### src/design/fckvt_pkg.sv
// ----------------------------------------------------------------------------
// Key/value table package
// Request and result types, entry layout and function codes that the key/value
// table modules share.
// ----------------------------------------------------------------------------
package fckvt_pkg;

	localparam int CAPACITY   = 16;
	localparam int KEY_BITS   = 32;
	localparam int VALUE_BITS = 32;
	localparam int INDEX_BITS = 4;
	localparam int COUNT_BITS = 5;

	typedef enum logic [2:0] {
		FN_INSERT = 3'd0,
		FN_UPDATE = 3'd1,
		FN_UPSERT = 3'd2,
		FN_ERASE  = 3'd3,
		FN_GET    = 3'd4,
		FN_GETIDX = 3'd5
	} func_t;

	typedef struct packed {
		func_t                  func;
		logic [KEY_BITS-1:0]    key;
		logic [VALUE_BITS-1:0]  value;
		logic [INDEX_BITS-1:0]  index;
	} req_t;

	typedef struct packed {
		logic                   ok;
		logic [KEY_BITS-1:0]    key_out;
		logic [VALUE_BITS-1:0]  value_out;
		logic [COUNT_BITS-1:0]  count;
	} rsp_t;

	typedef struct packed {
		logic [KEY_BITS-1:0]    key;
		logic [VALUE_BITS-1:0]  value;
	} entry_t;

	// Control from the sequencer to the ring of cells.
	typedef struct packed {
		logic   shift;
		entry_t feed;
	} ring_ctl_t;

endpackage

### src/design/fckvt_cell.sv
// ----------------------------------------------------------------------------
// Table cell
// Holds one key/value entry and, when the ring shifts, takes the entry of its
// neighbor, or the sequencer's feed if it is the tail cell.
// ----------------------------------------------------------------------------
module fckvt_cell (
	input  logic              clk,
	input  logic              shift,
	input  fckvt_pkg::entry_t d,
	output fckvt_pkg::entry_t q
);

	fckvt_pkg::entry_t entry_q;

	always_ff @(posedge clk) begin
		if (shift) begin
			entry_q <= d;
		end
	end

	assign q = entry_q;

endmodule

### src/design/fckvt_ctrl.sv
// ----------------------------------------------------------------------------
// Table sequencer
// Runs one request per lap of the ring: watches the entry at the head, edits
// the entry it feeds back to the tail, and builds the result.
// ----------------------------------------------------------------------------
module fckvt_ctrl #(
	parameter int CAPACITY = fckvt_pkg::CAPACITY
) (
	input  logic                 clk,
	input  logic                 arst_n,
	input  logic                 req_valid,
	output logic                 req_stall,
	input  fckvt_pkg::req_t      req,
	output logic                 rsp_valid,
	input  logic                 rsp_stall,
	output fckvt_pkg::rsp_t      rsp,
	input  fckvt_pkg::entry_t    head,
	output fckvt_pkg::ring_ctl_t ring
);

	localparam int CNT_BITS = $clog2(CAPACITY + 1);

	typedef enum logic [2:0] {
		ST_IDLE = 3'b001,
		ST_RUN  = 3'b010,
		ST_DONE = 3'b100
	} state_t;

	state_t               state_q;
	logic [CNT_BITS-1:0]  step_q;
	logic [CNT_BITS-1:0]  count_q;
	fckvt_pkg::req_t      req_q;
	fckvt_pkg::entry_t    hold_q;
	fckvt_pkg::entry_t    hold_d;
	fckvt_pkg::entry_t    idx_entry_q;
	logic [fckvt_pkg::VALUE_BITS-1:0] found_val_q;
	logic                 matched_q;
	logic                 rsp_valid_q;
	fckvt_pkg::rsp_t      rsp_q;
	fckvt_pkg::rsp_t      rsp_d;

	logic                 accept;
	logic                 in_range;
	logic                 hit;
	logic                 has_room;
	logic                 last_step;
	logic                 rsp_load;
	logic                 ins_ok;
	logic [CNT_BITS-1:0]  count_d;

	assign accept    = req_valid && !req_stall;
	assign req_stall = (state_q != ST_IDLE);
	assign in_range  = (step_q < count_q);
	assign hit       = (state_q == ST_RUN) && in_range && !matched_q && (head.key == req_q.key);
	assign has_room  = (count_q < CNT_BITS'(CAPACITY));
	assign last_step = (step_q == CNT_BITS'(CAPACITY));
	assign rsp_load  = (state_q == ST_DONE) && (!rsp_valid_q || !rsp_stall);
	assign ins_ok    = !matched_q && has_room;

	// The entry leaving the head passes through the hold_q register, so a lap of
	// CAPACITY+1 shifts brings every entry back to its place. Once an erase has
	// passed its victim, the head bypasses hold_q, which closes the gap.
	always_comb begin
		hold_d = head;
		if (hit && (req_q.func == fckvt_pkg::FN_UPDATE || req_q.func == fckvt_pkg::FN_UPSERT)) begin
			hold_d.value = req_q.value;
		end
		if (!matched_q && (step_q == count_q) && has_room &&
		    (req_q.func == fckvt_pkg::FN_INSERT || req_q.func == fckvt_pkg::FN_UPSERT)) begin
			hold_d.key   = req_q.key;
			hold_d.value = req_q.value;
		end
	end

	assign ring.shift = (state_q == ST_RUN);
	assign ring.feed  = (req_q.func == fckvt_pkg::FN_ERASE && matched_q) ? head : hold_q;

	always_comb begin
		rsp_d   = '0;
		count_d = count_q;
		unique case (req_q.func)
			fckvt_pkg::FN_INSERT: begin
				rsp_d.ok = ins_ok;
				if (ins_ok) begin
					count_d = count_q + CNT_BITS'(1);
				end
			end
			fckvt_pkg::FN_UPDATE: begin
				rsp_d.ok = matched_q;
			end
			fckvt_pkg::FN_UPSERT: begin
				rsp_d.ok = matched_q || ins_ok;
				if (ins_ok) begin
					count_d = count_q + CNT_BITS'(1);
				end
			end
			fckvt_pkg::FN_ERASE: begin
				rsp_d.ok = matched_q;
				if (matched_q) begin
					count_d = count_q - CNT_BITS'(1);
				end
			end
			fckvt_pkg::FN_GET: begin
				rsp_d.ok = matched_q;
				if (matched_q) begin
					rsp_d.value_out = found_val_q;
				end
			end
			fckvt_pkg::FN_GETIDX: begin
				if (32'(req_q.index) < 32'(count_q)) begin
					rsp_d.ok        = 1'b1;
					rsp_d.key_out   = idx_entry_q.key;
					rsp_d.value_out = idx_entry_q.value;
				end
			end
			default: begin
				rsp_d.ok = 1'b0;
			end
		endcase
		rsp_d.count = (fckvt_pkg::COUNT_BITS)'(count_d);
	end

	always_ff @(posedge clk or negedge arst_n) begin
		if (!arst_n) begin
			state_q     <= ST_IDLE;
			step_q      <= '0;
			count_q     <= '0;
			matched_q   <= 1'b0;
			rsp_valid_q <= 1'b0;
		end else begin
			unique case (state_q)
				ST_IDLE: begin
					if (accept) begin
						state_q   <= ST_RUN;
						step_q    <= '0;
						matched_q <= 1'b0;
					end
				end
				ST_RUN: begin
					step_q    <= step_q + CNT_BITS'(1);
					matched_q <= matched_q || hit;
					if (last_step) begin
						state_q <= ST_DONE;
					end
				end
				ST_DONE: begin
					if (rsp_load) begin
						state_q <= ST_IDLE;
						count_q <= count_d;
					end
				end
				default: begin
					state_q <= ST_IDLE;
				end
			endcase
			if (rsp_load) begin
				rsp_valid_q <= 1'b1;
			end else if (!rsp_stall) begin
				rsp_valid_q <= 1'b0;
			end
		end
	end

	always_ff @(posedge clk) begin
		if (accept) begin
			req_q <= req;
		end
		if (state_q == ST_RUN) begin
			hold_q <= hold_d;
			if (hit) begin
				found_val_q <= head.value;
			end
			if (32'(step_q) == 32'(req_q.index)) begin
				idx_entry_q <= head;
			end
		end
		if (rsp_load) begin
			rsp_q <= rsp_d;
		end
	end

	assign rsp_valid = rsp_valid_q;
	assign rsp       = rsp_q;

`ifndef SYNTHESIS
	a_state_onehot: assert property (@(posedge clk) disable iff (!arst_n)
		$onehot(state_q))
		else $error("sequencer state is not one-hot");

	a_count_bound: assert property (@(posedge clk) disable iff (!arst_n)
		count_q <= CNT_BITS'(CAPACITY))
		else $error("entry count exceeds capacity");

	a_accept_starts_lap: assert property (@(posedge clk) disable iff (!arst_n)
		accept |=> (state_q == ST_RUN) && (step_q == '0) && !matched_q)
		else $error("accepted request did not start a lap at step zero");

	a_count_moves_on_result: assert property (@(posedge clk) disable iff (!arst_n)
		(count_q != $past(count_q)) |-> $past(rsp_load))
		else $error("entry count changed outside a result load");

	a_result_after_lap: assert property (@(posedge clk) disable iff (!arst_n)
		rsp_load |-> $past(state_q == ST_RUN) || $past(state_q == ST_DONE))
		else $error("result loaded without a finished lap");
`endif

endmodule

### src/design/fixed_capacity_key_value_table_unit.sv
// ----------------------------------------------------------------------------
// Fixed-capacity key/value table
// Unsorted array map of unique keys held in a rotating ring of cells.
// ----------------------------------------------------------------------------
// The table keeps up to CAPACITY key/value pairs in insertion order in a ring
// of cells that shift toward the head one place per cycle while a request
// runs. Each request (insert, update, insert-or-update, erase, get by key, get
// by index) takes one full lap of the ring, CAPACITY+1 shifts, during which the
// sequencer compares the entry at the head, edits the entry it feeds back to
// the tail, and closes the gap after an erased entry. A request therefore holds
// off the next one until its lap is done and its result is loaded. The result
// waits in an output register, so the next request is taken while a finished
// result is still stalled. Every request gives exactly one result.
module fixed_capacity_key_value_table_unit #(
	parameter int CAPACITY = fckvt_pkg::CAPACITY
) (
	input  logic            clk,
	input  logic            arst_n,
	input  logic            req_valid,
	output logic            req_stall,
	input  fckvt_pkg::req_t req,
	output logic            rsp_valid,
	input  logic            rsp_stall,
	output fckvt_pkg::rsp_t rsp
);

	fckvt_pkg::entry_t    cell_q [CAPACITY];
	fckvt_pkg::ring_ctl_t ring;

	fckvt_ctrl #(
		.CAPACITY (CAPACITY)
	) u_ctrl (
		.clk       (clk),
		.arst_n    (arst_n),
		.req_valid (req_valid),
		.req_stall (req_stall),
		.req       (req),
		.rsp_valid (rsp_valid),
		.rsp_stall (rsp_stall),
		.rsp       (rsp),
		.head      (cell_q[0]),
		.ring      (ring)
	);

	for (genvar i = 0; i < CAPACITY; i++) begin : g_cell
		if (i == CAPACITY - 1) begin : g_tail
			fckvt_cell u_cell (
				.clk   (clk),
				.shift (ring.shift),
				.d     (ring.feed),
				.q     (cell_q[i])
			);
		end else begin : g_body
			fckvt_cell u_cell (
				.clk   (clk),
				.shift (ring.shift),
				.d     (cell_q[i+1]),
				.q     (cell_q[i])
			);
		end
	end

endmodule

### config.mk
export PLATFORM = sky130hd
export DESIGN_NAME = fixed_capacity_key_value_table_unit
export DESIGN_NICKNAME = d
export VERILOG_FILES = /design/src/design/fckvt_pkg.sv /design/src/design/fckvt_cell.sv /design/src/design/fckvt_ctrl.sv /design/src/design/fixed_capacity_key_value_table_unit.sv
export SDC_FILE = /design/constraint.sdc
export NUM_CORES = 1
export LEC_CHECK = 0
export ABC_AREA = 0
export BUFFER_PORTS_ARGS = -buffer_cell sky130_fd_sc_hd__buf_2
export CORE_MARGIN = 3
export CORE_UTILIZATION = 55
export DETAILED_ROUTE_END_ITERATION = 6
export PLACE_DENSITY = 0.75
export SETUP_SLACK_MARGIN = 0.05
export SYNTH_ARGS = -nofsm -noshare
export SYNTH_HDL_FRONTEND = slang
export SYNTH_SLANG_ARGS = --single-unit
### constraint.sdc
create_clock -name clk -period 17.8 [get_ports clk]
set_input_delay 1.78 -clock clk [delete_from_list [all_inputs] [get_ports clk]]
set_output_delay 1.78 -clock clk [all_outputs]
set_load 0.005 [all_outputs]
# After elaboration in Yosys (flattened, before gate mapping)
# Cells that the tools add are included.
# W data, S select, Z words.
classes:
  n_addsub: 3
  n_lt_le_gt_ge: 3
  eq_ne: 17
  muxes: 20
  reduce_logical: 30
op_table:
  columns: ["operator", "count"]
  rows:
  - ["$mux W64", 2]
  - ["$mux W65", 1]
  - ["$mux W32", 2]
  - ["$pmux W32 S2", 1]
  - ["$eq A32 B32 Y1", 1]
  - ["$pmux W5 S2", 2]
  - ["$mux W5", 3]
  - ["$logic_and A1 B1 Y1", 11]
  - ["$add A5 B1 Y5 const B", 2]
  - ["$reduce_and A2 Y1", 5]
  - ["$eq A3 B2 Y1 const B", 3]
  - ["$eq A3 B3 Y1 const B", 3]
  - ["$mux W3", 3]
  - ["$pmux W3 S3", 1]
  - ["$eq A3 B1 Y1 const B", 2]
  - ["$ne A2 B1 Y1 const B", 3]
  - ["$eq A5 B4 Y1", 1]
  - ["$eq A5 B5 Y1", 1]
  - ["$eq A5 B5 Y1 const B", 1]
  - ["$logic_or A1 B1 Y1", 5]
  - ["$lt A4 B5 Y1", 1]
  - ["$lt A5 B5 Y1", 1]
  - ["$lt A5 B5 Y1 const B", 1]
  - ["$sub A5 B1 Y5 const B", 1]
  - ["11 further kinds", 16]
word_totals:
  ff_bits: 1340

# Longest topological paths before layout
# Gate-level depths: netlist of run 1.
logic_depth:
  depth_word: 7
  depth_mapped: 9

# By module
# A second synthesis of run 1 with hierarchy kept.
unflattened:
  hier_cells: 1734
  hier_area_um2: 43449.2
modules_own_cells:
  columns: ["mod", "instances", "cells_each", "area_each_um2", "seq_area_each_um2"]
  rows:
  - ["fckvt_cell", 16, 64, 1921.8, 1921.8]
  - ["fckvt_ctrl", 1, 710, 12699.7, 9415.3]

# Least setup slack after synthesis of run 1
# Ideal clock, no wire load.
synth_path:
  path_kind: "register to register"
  start: "register u_ctrl.state_q[0]"
  end: "register u_ctrl.idx_entry_q[0] in the netlist's numbering (enable)"
  setup_time_ns: 0.565
  t_arrival_ns: 17.692
  t_required_ns: 17.235
  setup_slack_ns: -0.457
  stages_incl_launch_ff: 6
  period_less_slack_ns: 18.257
  cell_sequence: "dfstp_2 -> nor2_1 -> nand2_2 -> inv_2 -> nand4_1 -> nor3_1"
synth_via:
  elab_chain_cells: 2
synth_lines:
  columns: ["element", "line_no", "text"]
  rows:
  - ["start, declared", "fckvt_ctrl.sv:29", "state_t state_q;"]
  - ["start signal, assigned", "fckvt_ctrl.sv:125", "state_q <= ST_IDLE;"]
  - ["start signal, assigned", "fckvt_ctrl.sv:134", "state_q <= ST_RUN;"]
  - ["start signal, assigned", "fckvt_ctrl.sv:143", "state_q <= ST_DONE;"]
  - ["$eq A3 B2 Y1", "fckvt_ctrl.sv:168", "if (state_q == ST_RUN) begin"]
  - ["$reduce_and A2 Y1 (no line)", null, null]
  - ["end signal, assigned", "fckvt_ctrl.sv:174", "idx_entry_q <= head;"]
  - ["end, declared", "fckvt_ctrl.sv:35", "fckvt_pkg::entry_t idx_entry_q;"]
# Every way passes these cells.
# A chain may end at the register's enable or synchronous reset.

==> metrics.md, run 1 <==
| Metric | Value |
|---|---|
| Syn_nets | `about 1800` |
| Syn_area_per_cell | `25.0 µm²` |
| Top delay family on crit path | `simple AND/OR/NAND/NOR gates` |
| Hold_buf cts | `0` |
| Post-place setup slack | `13.56 ns` |
| Outcome | `complete, no violations` |
| Worst skew pair latency | `0.71 ns` |
| Fillers | `4951` |
| Critical path class | `flop to flop` |
| Post-synth top area share | `91.5%` |
| Initial antenna violation count | `6` |
| Drt first-iter violations | `1874` |
| CP required | `18.25 ns` |
| Die Ht | `287 µm` |
| Clock root buffer | `clkbuf_16` |
| Setup Buffers After CTS | `0` |
| VDD IR max | `0.126 mV` |
| Yosys cell types | `49` |
| Routability Congestion | `around 0.8` |
| PwrDens | `156 nW/µm²` |
| Combinational share of power | `7.2%` |
| Routed vias/inst | `5.35` |
| Largest net degree at the start of global routing | `242` |
| Arr. time, crit path | `4.64 ns` |
| Asr flop ratio synth | `~1.1%` |
| Average wire per standard cell | `21.8 µm` |
| Final Critical Period | `4.18 ns` |
| Ant diodes | `0` |
| Leakage power | `0.0162 µW` |
| P_int | `~6000 µW` |
| I/O pin count | `between 100 and 150` |
| Initial DRT Pass Iterations | `5` |
| Worst reg2reg path endpoint | `u_ctrl.hold_q[0]` |
| Clock Sink Count | `~1300` |
| Clock Path Buffers | `3` |
| Crit Path Max Fanout | `about 190` |
| Min-Delay Path Class | `flop to flop` |
| Worst-Margin Slew | `between 1 and 1.5 ns` |
| Most frequent cells in the layout | `edfxtp_1 (1325), buf_2 (146), clkbuf_16 (133)` |
| Mapped cell area | `43500 µm²` |
| Clock tree from TritonCTS | `done` |
| Via Count | `16800` |
| Worst-path cell chain | `nor2_1 > nand2_2 > inv_16 > nand4_1 > or4b_1 > or4_4 > o31ai_4 > buf_4 > mux2_2` |
| Post_cts resized | `0` |
| Post-Synthesis Cells | `1741` |
| Post-synth top flop | `edfxtp_1` |
| #FFs+latches synth | `about 1300` |
| First-pass GRT wire length | `103000 µm` |
| Core Rows | `102` |
| Layout area overhead | `14.2%` |
| Final setup fails | `0` |
| Htree depth | `4` |
| CTS buffer count | `between 100 and 150` |
| Reg2Reg Depth | `9` |
| Fmax | `239 MHz` |
| Initial Utilization | `55.9%` |
| Max_cap viols | `0` |
| Crit-path max cell delay | `0.63 ns` |
| Die span in x | `287 µm` |
| Slew Limit Fails | `0` |
| Critical R2R Launch | `u_ctrl.state_q[0]` |
| Startpoint Class | `flop` |
| Reg power frac | `58.8%` |
| Layout cells sized above 1 | `22.5%` |
| Remaining antenna violation count | `0` |
| Input/output buffers | `about 150` |
| Vias in the first global route | `16900` |
| Post-synthesis sequential area ratio | `92.3%` |
| Number of synthesized flops with an enable pin | `~1300` |
| Final hold vios | `0` |
| Crit. path cell count | `9` |
| Critical Path End | `u_ctrl.hold_q[0]` |
| Placed cells | `2911` |
| Crit. Startpoint | `u_ctrl.state_q[0]` |
| Nets | `~2100` |
| Setup ws final | `13.62 ns` |
| NetSw | `between 1500 and 2000 µW` |
| DRT Wirelength | `68500 µm` |
| Clock network power share | `34.0%` |
| Buf/Inv on CP | `2` |
| Sw frac | `22.6%` |
| Full die area | `approximately 83000 µm²` |
| Final Cycle Share | `23.5%` |
| Non-Filler Instances | `3144` |
| Worst setup EP type | `flop` |
| Top area cells in the synthesized netlist | `edfxtp_1 (91%), mux2_2 (2.4%), mux2_4 (1.0%)` |
| Slew Limit Headroom | `15.3%` |
| Ys Warns | `0` |
| Slowest cell on the critical path | `buf_4` |
| Setup total negative slack | `0 ns` |
| Commonest non-fill, non-tap cell in the layout | `edfxtp_1` |
| Overflow after GRT | `0` |
| Total GRT Usage | `17.0%` |
| Core Footprint | `77800 µm²` |
| HPWL Detailed | `36200 µm` |
| RSZ-0062 raised after global routing | `false` |
| DRC | `0` |
| Post-synth top area cell | `edfxtp_1` |
| Flop2flop setup slack | `13.62 ns` |
| CTS clk-pin slew, worst paths | `0.06 ns` |
| Final Util | `between 60 and 70%` |
| Clk_skew | `0.0202 ns` |
==> per-stage QoR <==
step | power, µW | hold WS, ns | instance area [µm²]
floorplan | 5100 | 0.400 | 43500
global placement | 5110 | 0.401 | 45600
detailed placement | 5160 | 0.405 | 45600
CTS | 7810 | 0.397 | 49700
global route | 8020 | 0.406 | 49700
finish | 7730 | 0.398 | 49700
==> routing by layer <==
layer,global-route usage (%),up-vias,routed length (µm)
met5,0,-,40
li1,-,7505,-
met2,24.3,527,30900
met4,5.73,8,1660
met3,5.29,127,5590
met1,25.3,8640,30300
==> logic make-up (layout without fill, tap and decap cells) <==
| family | Yosys count | count (layout) | synth area share (%) |
|---|---|---|---|
| DFF | 1340 | 1340 | 92.3 |
| muxes | 125 | 125 | 3.49 |
| and+or+nand+nor | 111 | 111 | 1.44 |
| AOI/OAI and AO/OA | 70 | 70 | 1.19 |
| buffers and inverters | 44 | 407 | 0.431 |
| xor gates and xnor gates | 39 | 39 | 0.785 |
| adders and majority gates | 12 | 12 | 0.345 |
==> Yosys cell counts (all sizes together) (2+ instances only) <==
library cell and count:
edfxtp 1325, nand3 9, nor2b 2, xnor2 20, a22o 32, buf 9, inv 16, nand4 6
a31oi 2, mux2 124, or4 2, o31ai 2, a22oi 2, or2 2, dfrtp 14, nor2 9
and2 32, nor3b 2, nand2 25, xor2 19, or3 4, a21oi 7, nor4 8, ha 12
o21ai 18, a21o 3, nor3 3, clkbuf 19
==> how the worst min path moves through the flow <==
| stage | startpoint | endpoint | cells after the start |
|---|---|---|---|
| after floorplan | g_cell[1].g_body.u_cell.q[0] | g_cell[0].g_body.u_cell.q[0] | 0 |
| after global routing | g_cell[5].g_body.u_cell.q[10] | g_cell[4].g_body.u_cell.q[10] | 0 |
| after detailed placement | g_cell[1].g_body.u_cell.q[21] | g_cell[0].g_body.u_cell.q[21] | 0 |
| final | g_cell[3].g_body.u_cell.q[44] | g_cell[2].g_body.u_cell.q[44] | 0 |
| after global placement | g_cell[15].g_tail.u_cell.q[54] | g_cell[14].g_body.u_cell.q[54] | 0 |
| after CTS | g_cell[3].g_body.u_cell.q[44] | g_cell[2].g_body.u_cell.q[44] | 0 |
==> worst register-to-register path, delay by kind of cell, from the launching register on <==
family                 cells  cell delay (ns)
AOI/OAI and AO/OA          1             0.22
buffers and inverters      2             1.09
DFF                        1             0.40
muxes                      1             0.46
and+or+nand+nor            5             1.76
==> state kept, by name, indices dropped and copies added, names as in the netlist <==
| signal | cells |
|---|---|
| u_ctrl.rsp_valid | 1 |
| u_ctrl.idx_entry_q | 64 |
| u_ctrl.matched_q | 1 |
| g_cell.g_body.u_cell.q | 960 |
| u_ctrl.req_q | 71 |
| u_ctrl.step_q | 5 |
| u_ctrl.rsp | 70 |
| u_ctrl.count_q | 5 |
| u_ctrl.state_q | 3 |
| u_ctrl.found_val_q | 32 |
| u_ctrl.hold_q | 64 |
| g_cell.g_tail.u_cell.q | 64 |
==> power groups by stage <==
stage	registers [µW]	logic, µW	clock network [µW]
2_1_floorplan	4710	389	0
3_3_place_gp	4570	538	0
3_5_place_dp	4600	567	0
4_1_cts	4560	566	2690
5_1_grt	4610	611	2800
6_report	4550	555	2620
==> layout make-up <==
class	instances	area [µm²]	share of cell area, %
well taps	1040	1300	2.62
multi-input cells	357	3200	6.45
flip-flops and latches	1340	40200	80.9
clock buffers	169	3460	6.97
inverters	16	78.8	0.159
repair buffers	158	871	1.75
clock inverters	64	586	1.18
Power figures use the tool's default switching activity.
==> inputs of run 2 (changes only) <==
--- a/config.mk
+++ b/config.mk
@@ -5,12 +5,12 @@
 export SDC_FILE = /design/constraint.sdc
 export NUM_CORES = 1
 export LEC_CHECK = 0
-export ABC_AREA = 0
+export ABC_AREA = 1
 export BUFFER_PORTS_ARGS = -buffer_cell sky130_fd_sc_hd__buf_2
 export CORE_MARGIN = 3
-export CORE_UTILIZATION = 55
+export CORE_UTILIZATION = 60
 export DETAILED_ROUTE_END_ITERATION = 6
-export PLACE_DENSITY = 0.75
+export PLACE_DENSITY = 0.77
 export SETUP_SLACK_MARGIN = 0.05
 export SYNTH_ARGS = -nofsm -noshare
 export SYNTH_HDL_FRONTEND = slang
==> constraint.sdc (replaced) <==
create_clock -name clk -period 4 [get_ports clk]
set_input_delay 0.4 -clock clk [delete_from_list [all_inputs] [get_ports clk]]
set_output_delay 0.4 -clock clk [all_outputs]
set_load 0.005 [all_outputs]
==> run 2 against run 1 <==
The flow now finishes with violations (DRC); fmax grew 37%; critical path depth shrank 1; die area shrank 7.5%.
==> metrics.md, run 2 <==
| Metric | Value |
|---|---|
| Worst-Margin Slew | `1.27 ns (-0.00118 ns)` |
| Clk_skew | `0.0647 ns (+0.0446 ns)` |
| Routability Congestion | `0.891 (+13%)` |
| Post-synth top flop | `edfxtp_1` |
| Mapped cell area | `43800 µm² (+0.74%)` |
| Die Ht | `276 µm (-3.8%)` |
| Routed vias/inst | `5.57 (+4.2%)` |
| Asr flop ratio synth | `1.12% (unchanged)` |
| Failing checks | `DRC` |
| HPWL Detailed | `39900 µm (+10%)` |
| Final Critical Period | `3.06 ns (-1.12 ns)` |
| Ys Warns | `0 (unchanged)` |
| Final Hold Slack | `0.0591 ns (-0.339 ns)` |
| VDD IR max | `0.484 mV (+280%)` |
| Commonest non-fill, non-tap cell in the layout | `edfxtp_1` |
| Worst-path cell chain | `inv_2 > nand3_2 > nand2_1 > inv_1 > nor2_1 > nand3_4 > buf_4 > mux2_1` |
| Top-count cell post-synth | `edfxtp_1` |
| Final setup fails | `0 (unchanged)` |
| Yosys cell types | `38 (-22%)` |
| Die span in x | `276 µm (-3.8%)` |
| Setup Buffers After CTS | `0 (unchanged)` |
| Number of synthesized flops with an enable pin | `1325 (unchanged)` |
| Slew Limit Headroom | `15.3% (about the same)` |
| Slowest cell on the critical path | `buf_4` |
| Average wire per standard cell | `22.7 µm (+4.3%)` |
| Fillers | `3942 (-20%)` |
| Top area cells in the synthesized netlist | `edfxtp_1 (91%), nand2_1 (2.1%), inv_1 (1.1%)` |
| Setup total negative slack | `0 ns (unchanged)` |
| Drt first-iter violations | `1882 (+0.43%)` |
| Slew Limit Fails | `0 (unchanged)` |
| Post-synth top cells | `edfxtp_1 (1325), nand2_1 (245), inv_1 (133), o21ai_0 (73), nor2_1 (65)` |
| CP required | `4.38 ns (-13.87 ns)` |
| CTS buffer count | `121 (-6.9%)` |
| Htree depth | `3 (-1)` |
| Outcome | `finished with violations` |
| Initial DRT Pass Iterations | `7 (+2)` |
| Clock Path Buffers | `3 (unchanged)` |
| Worst skew pair latency | `0.69 ns (-0.02 ns)` |
| Min-Delay Path Class | `input port to flop` |
| Clock tree from TritonCTS | `done` |
| Core Footprint | `72000 µm² (-7.5%)` |
| Input/output buffers | `146 (unchanged)` |
| Post-synth top area share | `90.8% (-0.67 points)` |
| Via Count | `19200 (+14%)` |
| Vias in the first global route | `19500 (+15%)` |
| Critical path class | `flop to flop` |
| Multi-input combinational cell area | `3010 µm² (-6.1%)` |
| Buf/Inv on CP | `3 (+1)` |
| Syn_nets | `2164 (+18%)` |
| Startpoint Class | `flop` |
| Leakage power | `0.0174 µW (+7.1%)` |
| Core Rows | `98 (-3.9%)` |
| DRC | `7 (+7)` |
| Worst setup EP type | `flop` |
| Crit-path max cell delay | `0.52 ns (-0.11 ns)` |
| Clock root buffer | `clkbuf_16` |
| Syn_area_per_cell | `21.1 µm² (-16%)` |
| Post-Synthesis Cells | `2077 (+19%)` |
| Hold_buf cts | `72 (+72)` |
| I/O pin count | `147 (unchanged)` |
| Arr. time, crit path | `3.44 ns (-1.20 ns)` |
| Top delay family on crit path | `simple AND/OR/NAND/NOR gates` |
| #FFs+latches synth | `1340 (unchanged)` |
| Crit Path Max Fanout | `60 (-69%)` |
| Initial antenna violation count | `5 (-1)` |
| Initial Utilization | `60.9% (+5.0 points)` |
| Overflow after GRT | `0 (unchanged)` |
| Full die area | `76300 µm² (-7.5%)` |
| Total GRT Usage | `20.8% (+3.8 points)` |
| Layout area overhead | `15.0%` |
| Post-synthesis sequential area ratio | `91.6% (-0.68 points)` |
| PwrDens | `670 nW/µm² (+330%)` |
| First-pass GRT wire length | `119000 µm (+15%)` |
| Register area | `40200 µm² (unchanged)` |
| Most frequent cells in the layout | `edfxtp_1 (1325), nand2_1 (244), buf_2 (146)` |
| Fmax | `327 MHz (+37%)` |
| Layout cells sized above 1 | `15.8% (-6.7 points)` |
| Nets | `2488 (+19%)` |
| CTS clk-pin slew, worst paths | `0.06 ns (about the same)` |
| Remaining antenna violation count | `0 (unchanged)` |
| RSZ-0062 raised after global routing | `false` |
| Post_cts resized | `0 (unchanged)` |
| Post-synth top area cell | `edfxtp_1` |
| Largest net degree at the start of global routing | `162 (-33%)` |
| Max_cap viols | `0 (unchanged)` |
| Final hold vios | `0 (unchanged)` |
| Final Cycle Share | `76.5% (+53 points)` |
| DRT Wirelength | `78300 µm (+14%)` |
| Clock Sink Count | `1340 (unchanged)` |
| Largest register FFs | `960 (unchanged)` |
-- run 2: cell count changes in the layout (fill, tap and decap cells not counted), sizes merged, moves of 57 or more --
| cell | delta |
|---|---|
| nand2 | +221 |
| inv | +109 |
| mux2 | -79 |
| o21ai | +79 |
| dlygate4sd3 | +72 |
| nor2 | +57 |
-- run 2: cell type report --
cell class,instances,share of cell area (%)
well taps,950,2.36
inverters,134,1.00
multi-input cells,566,5.96
repair buffers,238,3.38
flip-flops and latches,1340,79.7
clock inverters,68,1.37
clock buffers,148,6.25
diodes,3,0.0149
-- run 2: stage by stage --
stage | setup slack [ns] | power, µW | util (%) | cells | area [µm²]
after floorplan | -25.04 | 19300 | - | 2077 | 43800
after global placement | 1.34 | 22300 | 63.7 | 3156 | 45800
after detailed placement | 1.18 | 22500 | 63.7 | 3156 | 45800
after CTS | 1.02 | 33900 | 70.0 | 3444 | 50400
after global routing | 0.847 | 35000 | 70.0 | 3446 | 50400
final | 0.941 | 33800 | 70.0 | 3447 | 50400
-- run 2: power by group --
part / switching (µW) / internal, µW / total (µW) / leakage [µW]
sequential: 853 / 18700 / 19600 / 0.0124
clock: 4950 / 6300 / 11300 / 0.00187
combinational: 2300 / 637 / 2930 / 0.00315
total: 8100 / 25700 / 33800 / 0.0174
-- run 2: worst paths after layout --
path,startpoint,to,slack [ns],cells past startpoint
min,req[3],u_ctrl.req_q[3],0.06,1
max in group asynchronous,arst_n,u_ctrl.state_q[0],3.41,2
max,u_ctrl.req_q[70],u_ctrl.hold_q[52],0.94,8
min reg2reg,g_cell[9].g_body.u_cell.q[41],g_cell[8].g_body.u_cell.q[41],0.37,0
min in group asynchronous,arst_n,u_ctrl.matched_q,0.21,2
max reg2reg,u_ctrl.req_q[70],u_ctrl.hold_q[52],0.94,8
-- run 2: layer usage --
layer	GRT usage, %	vias up	wire length, µm
met2	31.2	944	36500
li1	-	8453	-
met5	0	-	13
met3	4.58	268	5740
met4	9.79	2	3920
met1	29.8	9537	32100
-- run 2: cell families (layout without fill, tap and decap cells) --
group | count (synthesis) | in the layout | share of synthesized area (%)
AO/OA/AOI/OAI | 122 | 122 | 1.46
XOR/XNOR | 12 | 12 | 0.240
adder cells (fa/ha/maj) | 12 | 12 | 0.343
buffers and inverters | 171 | 588 | 1.60
flip-flops | 1340 | 1340 | 91.6
multiplexers | 45 | 45 | 1.17
other | 0 | 3 | 0
AND/OR/NAND/NOR | 375 | 375 | 3.55
